--- config.mk ---
export PLATFORM = sky130hd
export DESIGN_NAME = life_generation_torus
export DESIGN_NICKNAME = d
export VERILOG_FILES = /design/src/hdl/lgt_pkg.sv /design/src/hdl/lgt_cell.sv /design/src/hdl/lgt_ctrl.sv /design/src/hdl/life_generation_torus.sv
export SDC_FILE = /design/constraint.sdc
export NUM_CORES = 2
export LEC_CHECK = 0
export CAP_MARGIN = 40
export CORE_ASPECT_RATIO = 1.5
export CORE_MARGIN = 10
export CORE_UTILIZATION = 35
export DETAILED_ROUTE_END_ITERATION = 10
export DONT_BUFFER_PORTS = 1
export PLACE_DENSITY = 0.54
export SYNTH_ARGS = -nofsm -noshare
export SYNTH_HDL_FRONTEND = slang
export SYNTH_SLANG_ARGS = --single-unit
--- constraint.sdc ---
create_clock -name aclk -period 16.3 [get_ports aclk]
set_input_delay 2.445 -clock aclk [delete_from_list [all_inputs] [get_ports aclk]]
set_output_delay 2.445 -clock aclk [all_outputs]
set_load 0.02 [all_outputs]
--- src/hdl/lgt_pkg.sv ---
package lgt_pkg;

    // grid geometry
    localparam int GRID_ROWS = 24;
    localparam int GRID_COLS = 24;
    localparam int ROW_W     = $clog2(GRID_ROWS);

    // fixed field widths of the stream beats
    localparam int CELLS_W   = 24;
    localparam int INDEX_W   = 5;
    localparam int S_DATA_W  = 24;
    localparam int M_DATA_W  = 32;
    localparam int GEN_W     = 8;

    // register port
    localparam int APB_AW    = 3;
    localparam int APB_DW    = 32;
    localparam logic REG_IDX_GENERATIONS = 1'b0;
    localparam logic [GEN_W-1:0] GEN_RESET = 8'd1;

    typedef logic [GRID_COLS-1:0] row_t;

    typedef enum logic [1:0] {
        ST_LOAD,
        ST_EVOLVE,
        ST_EMIT
    } lgt_state_t;

    // per-cycle command to the row cells
    typedef struct packed {
        logic shift;   // every cell takes its lower neighbor's row
        logic evolve;  // every cell applies the life rule
        logic load;    // bottom cell takes the incoming beat, else wraps row zero
    } cell_ctl_t;

endpackage

--- src/hdl/lgt_cell.sv ---
module lgt_cell (
    input  logic              aclk,
    input  lgt_pkg::cell_ctl_t ctl,
    input  lgt_pkg::row_t     up_row,
    input  lgt_pkg::row_t     dn_row,
    input  lgt_pkg::row_t     shift_in,
    output lgt_pkg::row_t     row_q
);
    import lgt_pkg::*;

    row_t row_reg;
    row_t row_next;
    row_t life_row;

    // b3/s23 rule over the eight wrapped neighbors of each column
    always_comb begin
        int lf;
        int rt;
        logic [3:0] nbr;
        for (int c = 0; c < GRID_COLS; c++) begin
            lf = (c == 0) ? GRID_COLS - 1 : c - 1;
            rt = (c == GRID_COLS - 1) ? 0 : c + 1;
            nbr = 4'(up_row[lf]) + 4'(up_row[c]) + 4'(up_row[rt])
                + 4'(row_reg[lf]) + 4'(row_reg[rt])
                + 4'(dn_row[lf]) + 4'(dn_row[c]) + 4'(dn_row[rt]);
            life_row[c] = (nbr == 4'd3) || (row_reg[c] && (nbr == 4'd2));
        end
    end

    // shift, evolve or hold
    always_comb begin
        row_next = row_reg;
        if (ctl.shift) begin
            row_next = shift_in;
        end else if (ctl.evolve) begin
            row_next = life_row;
        end
    end

    always_ff @(posedge aclk) begin
        row_reg <= row_next;
    end

    assign row_q = row_reg;

endmodule

--- src/hdl/lgt_ctrl.sv ---
module lgt_ctrl (
    input  logic                          aclk,
    input  logic                          aresetn,
    input  logic [lgt_pkg::GEN_W-1:0]     generations,
    input  logic                          s_tvalid,
    output logic                          s_tready,
    output logic                          m_tvalid,
    input  logic                          m_tready,
    output logic                          m_tlast,
    output logic [lgt_pkg::ROW_W-1:0]     row_idx,
    output lgt_pkg::lgt_state_t           state,
    output lgt_pkg::cell_ctl_t            ctl
);
    import lgt_pkg::*;

    localparam logic [ROW_W-1:0] LAST_ROW = ROW_W'(GRID_ROWS - 1);

    lgt_state_t        state_reg, state_next;
    logic [ROW_W-1:0]  row_cnt_reg, row_cnt_next;
    logic [GEN_W-1:0]  gen_cnt_reg, gen_cnt_next;

    // state and counters
    always_ff @(posedge aclk) begin
        if (!aresetn) begin
            state_reg   <= ST_LOAD;
            row_cnt_reg <= '0;
            gen_cnt_reg <= '0;
        end else begin
            state_reg   <= state_next;
            row_cnt_reg <= row_cnt_next;
            gen_cnt_reg <= gen_cnt_next;
        end
    end

    // load rows, run generations, then stream the grid out
    always_comb begin
        state_next   = state_reg;
        row_cnt_next = row_cnt_reg;
        gen_cnt_next = gen_cnt_reg;
        s_tready     = 1'b0;
        m_tvalid     = 1'b0;
        ctl          = '0;
        unique case (state_reg)
            ST_LOAD: begin
                s_tready = 1'b1;
                ctl.load = 1'b1;
                if (s_tvalid) begin
                    ctl.shift = 1'b1;
                    if (row_cnt_reg == LAST_ROW) begin
                        row_cnt_next = '0;
                        gen_cnt_next = generations;
                        state_next   = (generations == '0) ? ST_EMIT : ST_EVOLVE;
                    end else begin
                        row_cnt_next = row_cnt_reg + 1'b1;
                    end
                end
            end
            ST_EVOLVE: begin
                ctl.evolve   = 1'b1;
                gen_cnt_next = gen_cnt_reg - 1'b1;
                if (gen_cnt_reg == GEN_W'(1)) begin
                    state_next = ST_EMIT;
                end
            end
            ST_EMIT: begin
                m_tvalid = 1'b1;
                if (m_tready) begin
                    ctl.shift = 1'b1;
                    if (row_cnt_reg == LAST_ROW) begin
                        row_cnt_next = '0;
                        state_next   = ST_LOAD;
                    end else begin
                        row_cnt_next = row_cnt_reg + 1'b1;
                    end
                end
            end
            default: begin
                state_next   = ST_LOAD;
                row_cnt_next = '0;
            end
        endcase
    end

    assign m_tlast = (row_cnt_reg == LAST_ROW);
    assign row_idx = row_cnt_reg;
    assign state   = state_reg;

endmodule

--- src/hdl/life_generation_torus.sv ---
// channel   | dir | beat fields (low bit up)                       | handshake
// s_        | in  | tdata: row_cells[23:0]                         | s_tvalid/s_tready
// m_        | out | tdata: out_row_cells[23:0], out_row_index[28:24]; tlast: last_row
//           |     |                                                | m_tvalid/m_tready
// apb       | in  | generations at byte address 0                  | psel/penable, pready=1
//
// one row beat per cycle while loading; the grid sits in a chain of 24 row cells
// after the last row, the chain runs the generations: all cells apply the rule at once
// then 24 output beats, one per cycle while m_tready is high
// reset clears the fsm, row count and sets generations to 1; grid contents are not reset
// m_tready low holds the chain and the output beat; no input is taken until the grid is out
module life_generation_torus (
    input  logic                            aclk,
    input  logic                            aresetn,
    // row_cells[23:0]
    input  logic [lgt_pkg::S_DATA_W-1:0]    s_tdata,
    input  logic                            s_tvalid,
    output logic                            s_tready,
    // out_row_cells[23:0], out_row_index[28:24], zero[31:29]
    output logic [lgt_pkg::M_DATA_W-1:0]    m_tdata,
    output logic                            m_tlast,
    output logic                            m_tvalid,
    input  logic                            m_tready,
    input  logic                            psel,
    input  logic                            penable,
    input  logic                            pwrite,
    input  logic [lgt_pkg::APB_AW-1:0]      paddr,
    input  logic [lgt_pkg::APB_DW-1:0]      pwdata,
    output logic [lgt_pkg::APB_DW-1:0]      prdata,
    output logic                            pready
);
    import lgt_pkg::*;

    logic [GEN_W-1:0]  gen_reg;
    logic [ROW_W-1:0]  row_idx;
    lgt_state_t        state;
    cell_ctl_t         ctl;
    row_t              rows [GRID_ROWS];
    row_t              bottom_in;

    // register port
    assign pready = 1'b1;

    always_ff @(posedge aclk) begin
        if (!aresetn) begin
            gen_reg <= GEN_RESET;
        end else if (psel && penable && pwrite && pready
                     && (paddr[2] == REG_IDX_GENERATIONS)) begin
            gen_reg <= pwdata[GEN_W-1:0];
        end
    end

    assign prdata = (paddr[2] == REG_IDX_GENERATIONS) ? APB_DW'(gen_reg) : '0;

    // sequencer
    lgt_ctrl u_ctrl (
        .aclk        (aclk),
        .aresetn     (aresetn),
        .generations (gen_reg),
        .s_tvalid    (s_tvalid),
        .s_tready    (s_tready),
        .m_tvalid    (m_tvalid),
        .m_tready    (m_tready),
        .m_tlast     (m_tlast),
        .row_idx     (row_idx),
        .state       (state),
        .ctl         (ctl)
    );

    // bottom cell takes the new row while loading, else row zero wraps around
    assign bottom_in = ctl.load ? GRID_COLS'(s_tdata[CELLS_W-1:0]) : rows[0];

    // chain of row cells, top row in cell zero
    for (genvar i = 0; i < GRID_ROWS; i++) begin : g_row
        localparam int UP = (i == 0) ? GRID_ROWS - 1 : i - 1;
        localparam int DN = (i == GRID_ROWS - 1) ? 0 : i + 1;
        lgt_cell u_cell (
            .aclk     (aclk),
            .ctl      (ctl),
            .up_row   (rows[UP]),
            .dn_row   (rows[DN]),
            .shift_in ((i == GRID_ROWS - 1) ? bottom_in : rows[DN]),
            .row_q    (rows[i])
        );
    end

    // output beat straight from the head of the chain
    assign m_tdata = {{(M_DATA_W - CELLS_W - INDEX_W){1'b0}},
                      INDEX_W'(row_idx), CELLS_W'(rows[0])};

    // input and output never open together
    a_one_side: assert property (@(posedge aclk) disable iff (!aresetn)
        !(s_tready && m_tvalid))
        else $error("input and output open at once");

    // last output beat returns to loading at row zero
    a_back_to_load: assert property (@(posedge aclk) disable iff (!aresetn)
        (m_tvalid && m_tready && m_tlast) |=> (s_tready && row_idx == '0))
        else $error("no return to loading after last row");

    // a completed grid with nonzero generations starts evolving
    a_evolve_start: assert property (@(posedge aclk) disable iff (!aresetn)
        (s_tvalid && s_tready && m_tlast && gen_reg != '0) |=> (state == ST_EVOLVE))
        else $error("generation phase skipped");

    // output phase starts at the top row
    a_emit_top: assert property (@(posedge aclk) disable iff (!aresetn)
        $rose(m_tvalid) |-> (row_idx == '0))
        else $error("output does not start at row zero");

endmodule

Yosys cells after proc, flatten, opt, wreduce, memory -nomap -nowiden

Index checks and enable logic that the tools add are counted.

Register bits after elaboration: 599
Output and inout bits: 68
Word-level logic and storage cells: 6457
Input port bits: 66

$add $sub $neg: 4034
Multiplexer cells: 70
Reductions and logical operators: 1162
Equal/unequal tests: 1161
Bitwise operators: 2

Operators by type and width:

| operator                                            | count |
|---|---|
| adder 4 x 1 -> 4 bit                                | 3456 |
| equality test 4 x 2 -> 1 bit, second input constant | 1152 |
| two-way mux 24 bit                                  | 49 |
| adder 1 x 1 -> 2 bit                                | 576 |
| logical AND 1 bit                                   | 579 |
| logical OR 1 bit                                    | 576 |
| two-way mux 8 bit                                   | 3 |
| one-hot mux 8 bit (2 select lines)                  | 1 |
| two-way mux 5 bit                                   | 3 |
| one-hot mux 5 bit (3 select lines)                  | 1 |
| two-way mux 2 bit                                   | 6 |
| equality test 8 x 1 -> 1 bit, second input constant | 1 |
| logical NOT 8 bit                                   | 1 |
| != test 2 bit, second input constant                | 4 |
| subtractor 8 x 1 -> 8 bit, second input constant    | 1 |
| one-hot mux 2 bit (3 select lines)                  | 1 |
| AND reduction 3 bit                                 | 2 |
| adder 5 x 1 -> 5 bit, second input constant         | 1 |
| equality test 5 bit, second input constant          | 1 |
| two-way mux 1 bit                                   | 5 |
| AND reduction 5 bit                                 | 1 |
| nonzero test 2 bit                                  | 2 |
| equality test 2 x 1 -> 1 bit, second input constant | 1 |
| equality test 2 bit, second input constant          | 1 |
| other kinds (4)                                     | 5 |

Depth between registers and ports, before layout

Depth after elaboration: 12
Mapped depth: 12
Mapped depth without buffers: 12

Modules after synthesis

A second synthesis with hierarchy kept.

Cell total of the unflattened synthesis: 12955
Area total of the unflattened synthesis: 125422.8 sq um

By module, submodules not included:

| module                           | cells each | area each (sq um) | times used | sequential area each (sq um) |
|---|---|---|---|---|
| lgt_cell at g_row[0].u_cell ...  | 530        | 5128.7            | 15         | 720.7 |
| lgt_cell at g_row[16].u_cell ... | 531        | 5193.7            | 6          | 720.7 |
| lgt_cell at g_row[1].u_cell      | 531        | 5177.5            | 1          | 720.7 |
| lgt_cell at g_row[7].u_cell      | 532        | 5163.7            | 1          | 720.7 |
| lgt_cell at g_row[5].u_cell      | 532        | 5102.4            | 1          | 720.7 |
| lgt_ctrl                         | 124        | 978.4             | 1          | 300.3 |
| life_generation_torus            | 100        | 908.4             | 1          | 160.2 |

Worst setup path after synthesis

Ideal clock, no wire load.

Kind: input-to-reg
Start point: input port m_tready
End point: register g_row[0].u_cell.row_reg[0] (enable)
Data arrival time: 12.556 ns
Data required time: 12.243 ns
Cell stages on the path: 6
Library setup time: 4.057 ns
Path slack: -0.312 ns
Path buffers: 3
Cell sequence: mux2i_1 > or2_1 > buf_2 > buf_2 > clkbuf_1 > nand2_1

Word-level cells in the longest chain between the ends: 3

RTL lines:

| element                            | RTL line                    | text |
|---|---|---|
| start, declared                    | life_generation_torus.sv:23 | `input logic m_tready,` |
| two-way mux 1 bit                  | lgt_ctrl.sv:67              | `if (m_tready) begin` |
| one-hot mux 1 bit (2 select lines) | lgt_ctrl.sv:43              | `unique case (state_reg)` |
| nonzero test 2 bit (no line)       | n/a                         |  |
| end signal, assigned               | lgt_cell.sv:41              | `row_reg <= row_next;` |
| end, declared                      | lgt_cell.sv:11              | `row_t row_reg;` |

Every way passes these cells.
A chain may end at the register's enable or synchronous reset.

Worst setup path after layout

Start point: input port m_tready
End point: register g_row[13].u_cell.row_reg[18] (enable)

Word-level cells in the longest chain between the ends: 3

RTL lines:

| element                            | RTL line |
|---|---|
| two-way mux 1 bit                  | lgt_ctrl.sv:67 |
| one-hot mux 1 bit (2 select lines) | lgt_ctrl.sv:43 |
| nonzero test 2 bit (no line)       | n/a |
| end signal, assigned               | lgt_cell.sv:41 |
| end, declared                      | lgt_cell.sv:11 |

Every way passes these cells.

==> flow_results.xml <==
<?xml version="1.0" encoding="UTF-8"?>
<metrics>
  <group name="timing">
    <metric name="final.min_clock_period" unit="ns">5.52</metric>
    <metric name="final_max_tran_viols" unit="">0</metric>
    <metric name="setup_tns" unit="ns">0</metric>
    <metric name="worst_clock_skew" unit="ns">0.0487</metric>
    <metric name="final.period_utilization" unit="%">33.9</metric>
    <metric name="number_of_hold_slack_violations_in_the_final_timing_report" unit="">0</metric>
    <metric name="relative_slew_slack" unit="%">39.1</metric>
    <metric name="grt_setup_unrepaired" unit="">no</metric>
    <metric name="max_clock_freq" unit="MHz">181</metric>
    <metric name="report.final.setup_viol" unit="">0</metric>
    <metric name="worstMarginPinSlew" unit="ns">0.914</metric>
  </group>
  <group name="logic_synthesis">
    <metric name="synth-compound-area-share" unit="%">6.26</metric>
    <metric name="post_synth_xor_area_fraction" unit="%">0</metric>
    <metric name="ys_top_cells_by_area" unit="">fa_1 (38%), ha_1 (18%), edfxtp_1 (14%)</metric>
    <metric name="share_of_synthesized_area_occupied_by_flip_flops_and_latches" unit="%">14.5</metric>
    <metric name="synth.largest_area_cell" unit="">fa_1</metric>
    <metric name="synthAdderAreaFrac" unit="%">55.4</metric>
    <metric name="edff_count_synth" unit="">576</metric>
    <metric name="dominantRegCellSynth" unit="">edfxtp_1</metric>
    <metric name="synthesis.yosys.warnings" unit="">0</metric>
    <metric name="synth.cell_area" unit="sq um">122000</metric>
    <metric name="ys_seq_elements" unit="">599</metric>
    <metric name="async_reset_ff_share" unit="%">0</metric>
    <metric name="netlist_instances" unit="">12212</metric>
    <metric name="multiplexer_share_of_the_synthesized_area" unit="%">3.39</metric>
    <metric name="syn-mean-instance-area" unit="sq um">10.0</metric>
    <metric name="yosys.area_share.simple" unit="%">7.23</metric>
    <metric name="synthDistinctLibCells" unit="">47</metric>
    <metric name="synth_top_family_by_area" unit="">adder cells</metric>
    <metric name="post-synth-top-area-fraction" unit="%">37.7</metric>
  </group>
  <group name="worst_setup_path">
    <metric name="cell_type_group_with_the_largest_total_delay_on_the_critical_path" unit="">buffers and inverters</metric>
    <metric name="worst-endpoint-required" unit="ns">16.63</metric>
    <metric name="criticalPathCategory" unit="">input pin to register</metric>
    <metric name="worstPathCellList" unit="">mux2i_1, or2_4, nand2_8, buf_4, buf_16, buf_12, buf_4</metric>
    <metric name="arrival" unit="ns">5.85</metric>
    <metric name="cp_slowest_cell" unit="">buf_4</metric>
    <metric name="crit_path_start_kind" unit="">input pin</metric>
    <metric name="max_fo_critical_path" unit="">74</metric>
    <metric name="critPathMaxStageDelay" unit="ns">0.75</metric>
    <metric name="setup.worst_path.end_class" unit="">register</metric>
    <metric name="dominant_cell_type_by_count_on_the_critical_path" unit="">buf_4</metric>
    <metric name="buffering_stage_count_on_the_worst_path_with_inverters_included" unit="">4</metric>
  </group>
  <group name="route">
    <metric name="route.vias.total" unit="">81253</metric>
    <metric name="initialDrtViolationCount" unit="">2635</metric>
    <metric name="routed_via_density" unit="">4.83</metric>
    <metric name="drt-pass1-iter-count" unit="">5</metric>
    <metric name="total_wirelength" unit="um">288000</metric>
    <metric name="wire_per_inst" unit="um">17.1</metric>
    <metric name="ant_nets" unit="">0</metric>
    <metric name="drc_errors" unit="">0</metric>
  </group>
  <group name="floorplanning">
    <metric name="chipHeight" unit="um">744</metric>
    <metric name="starting_density" unit="%">35.2</metric>
    <metric name="std_cell_rows" unit="">265</metric>
    <metric name="io_pins" unit="">134</metric>
    <metric name="core_area" unit="sq um">348000</metric>
    <metric name="floorplan.die_area" unit="sq um">374000</metric>
    <metric name="die_extent_in_x" unit="um">503</metric>
  </group>
  <group name="global_routing">
    <metric name="track_usage" unit="%">15.9</metric>
    <metric name="grt_pass1_wl" unit="um">478000</metric>
    <metric name="via_count_of_the_first_global_routing_pass" unit="">89483</metric>
    <metric name="gr-total-overflow" unit="">0</metric>
    <metric name="antenna_violations_before_repair" unit="">5</metric>
    <metric name="grt_max_degree" unit="">153</metric>
  </group>
  <group name="placement">
    <metric name="portBuffers" unit="">0</metric>
    <metric name="place.gp.congestion" unit="">0.796</metric>
    <metric name="place.detailed.hpwl" unit="um">234000</metric>
  </group>
  <group name="clock_tree">
    <metric name="clk_root_buffer_cell" unit="">clkbuf_16</metric>
    <metric name="cts.clk_slew.worst_paths" unit="ns">0.06</metric>
    <metric name="cts_made_buffers" unit="">84</metric>
    <metric name="cts.sink_count" unit="">599</metric>
    <metric name="post_cts_buffers" unit="">0</metric>
    <metric name="tritoncts" unit="">done</metric>
    <metric name="clock_h_tree_levels" unit="">3</metric>
    <metric name="cts_buffer_depth" unit="">3</metric>
    <metric name="cts_resized" unit="">0</metric>
    <metric name="cts_hold_buf" unit="">0</metric>
    <metric name="insertion_delay" unit="ns">0.75</metric>
  </group>
  <group name="layout">
    <metric name="drive_gt1_share" unit="%">1.43</metric>
    <metric name="nets" unit="">16314</metric>
    <metric name="areaGrowthSynthToFinish" unit="%">6.58</metric>
    <metric name="largest_reg_flops" unit="">576</metric>
  </group>
  <group name="job">
    <metric name="max_cap_viol_count" unit="">0</metric>
  </group>
  <group name="status">
    <metric name="status" unit="">complete, no violations</metric>
  </group>
  <group name="hold_path">
    <metric name="min_path_type" unit="">register to register</metric>
  </group>
</metrics>
-- layout by cell type (no fill, tap or decap), types with 3 or more instances in the layout --
cell,synthesis,final
nand2_1,209,208
a21oi_1,58,58
nor4_1,4,4
o21ai_1,71,71
fa_1,2304,2304
o21ai_0,482,482
nor2b_1,160,160
dfxtp_1,23,23
inv_1,4070,4070
clkbuf_1,104,22
buf_16,0,8
o41ai_1,31,31
edfxtp_1,576,576
conb_1,2,28
nand3_1,6,6
o22ai_1,3,3
clkbuf_16,0,89
nor2_1,739,738
nand2b_1,3,3
a31oi_1,154,154
a21o_1,5,5
clkinv_2,0,13
or3_1,5,5
buf_12,0,4
diode_2,0,3
ha_1,1731,1731
a2111oi_0,35,35
mux2i_1,415,415
clkinv_8,0,3
buf_4,29,46
a211oi_1,391,391
or4_1,542,542
clkinv_1,0,21
-- cells by family after synthesis --
group / Yosys count
AOI/OAI and AO/OA: 1238
muxes: 415
adders and majority gates: 4035
buffers and inverters: 4240
and+or+nand+nor: 1683
DFF: 599
other: 2
-- through the flow --
step | setup slack (ns) | utilization, % | area (sq um) | hold slack, ns | cells
after detailed placement | 9.91 | 36.8 | 128000 | 0.479 | 16666
final | 10.78 | 37.5 | 130000 | 0.487 | 16819
after global routing | 10.60 | 37.5 | 130000 | 0.512 | 16818
after CTS | 10.70 | 37.5 | 130000 | 0.489 | 16816
after global placement | 9.73 | 36.7 | 128000 | 0.474 | 16651
after floorplan | 5.54 | - | 123000 | 0.454 | 12238
-- final timing paths --
path	start	end	slack, ns	cells after the start
hold reg to reg	gen_reg[2]	gen_reg[2]	0.49	2
setup reg to reg	u_ctrl.state[0]	g_row[13].u_cell.row_q[18]	11.66	6
setup / recovery	m_tready	g_row[13].u_cell.row_q[18]	10.78	7
hold / removal	gen_reg[2]	gen_reg[2]	0.49	2
-- per-layer routing --
layer	track usage (%)	up-vias	part of all wire [%]
met3	1.20	324	2.0
met1	17.7	41744	39
met4	5.13	0	3.7
met2	31.5	758	56
met5	0	-	0
li1	-	38427	-
-- area by class of cell --
class	instances	area, sq um
Inverter	4070	15300
Sequential cell	599	17800
Timing Repair Buffer	59	661
Tap cell	4539	5680
Clock buffer	112	2320
Clock inverter	38	201
Antenna cell	3	7.51
Fill cell	34734	217000
Multi-Input combinational cell	7399	88600
-- worst register-to-register path, stage by stage, from the launching register on --
cell	delay, ns
dfxtp_1	0.77
nand2b_1	0.59
nand2_8	0.78
buf_4	0.46
buf_16	0.32
buf_12	0.42
buf_4	0.82
-- synthesized netlist by cell type (2+ instances only) --
library cell	n
mux2i_1	415
o211ai_1	2
a21o_1	5
fa_1	2304
buf_2	9
a2111oi_0	35
a21oi_1	58
conb_1	2
nor3b_1	2
buf_4	29
o21ai_0	482
inv_1	4070
nand2b_1	3
a31oi_1	154
nor3_1	2
buf_6	24
a211oi_1	391
and4b_1	2
nor4_1	4
nand2_1	209
dfxtp_1	23
o21ai_1	71
buf_1	4
nor2_1	739
nand3_1	6
or4_1	542
clkbuf_1	104
o41ai_1	31
nor2b_1	160
nand4b_1	2
or3_1	5
o22ai_1	3
edfxtp_1	576
ha_1	1731
Power is left out: the tool's default activity adds up to more than one toggle a clock period on the data nets, which glitch-free logic cannot reach.
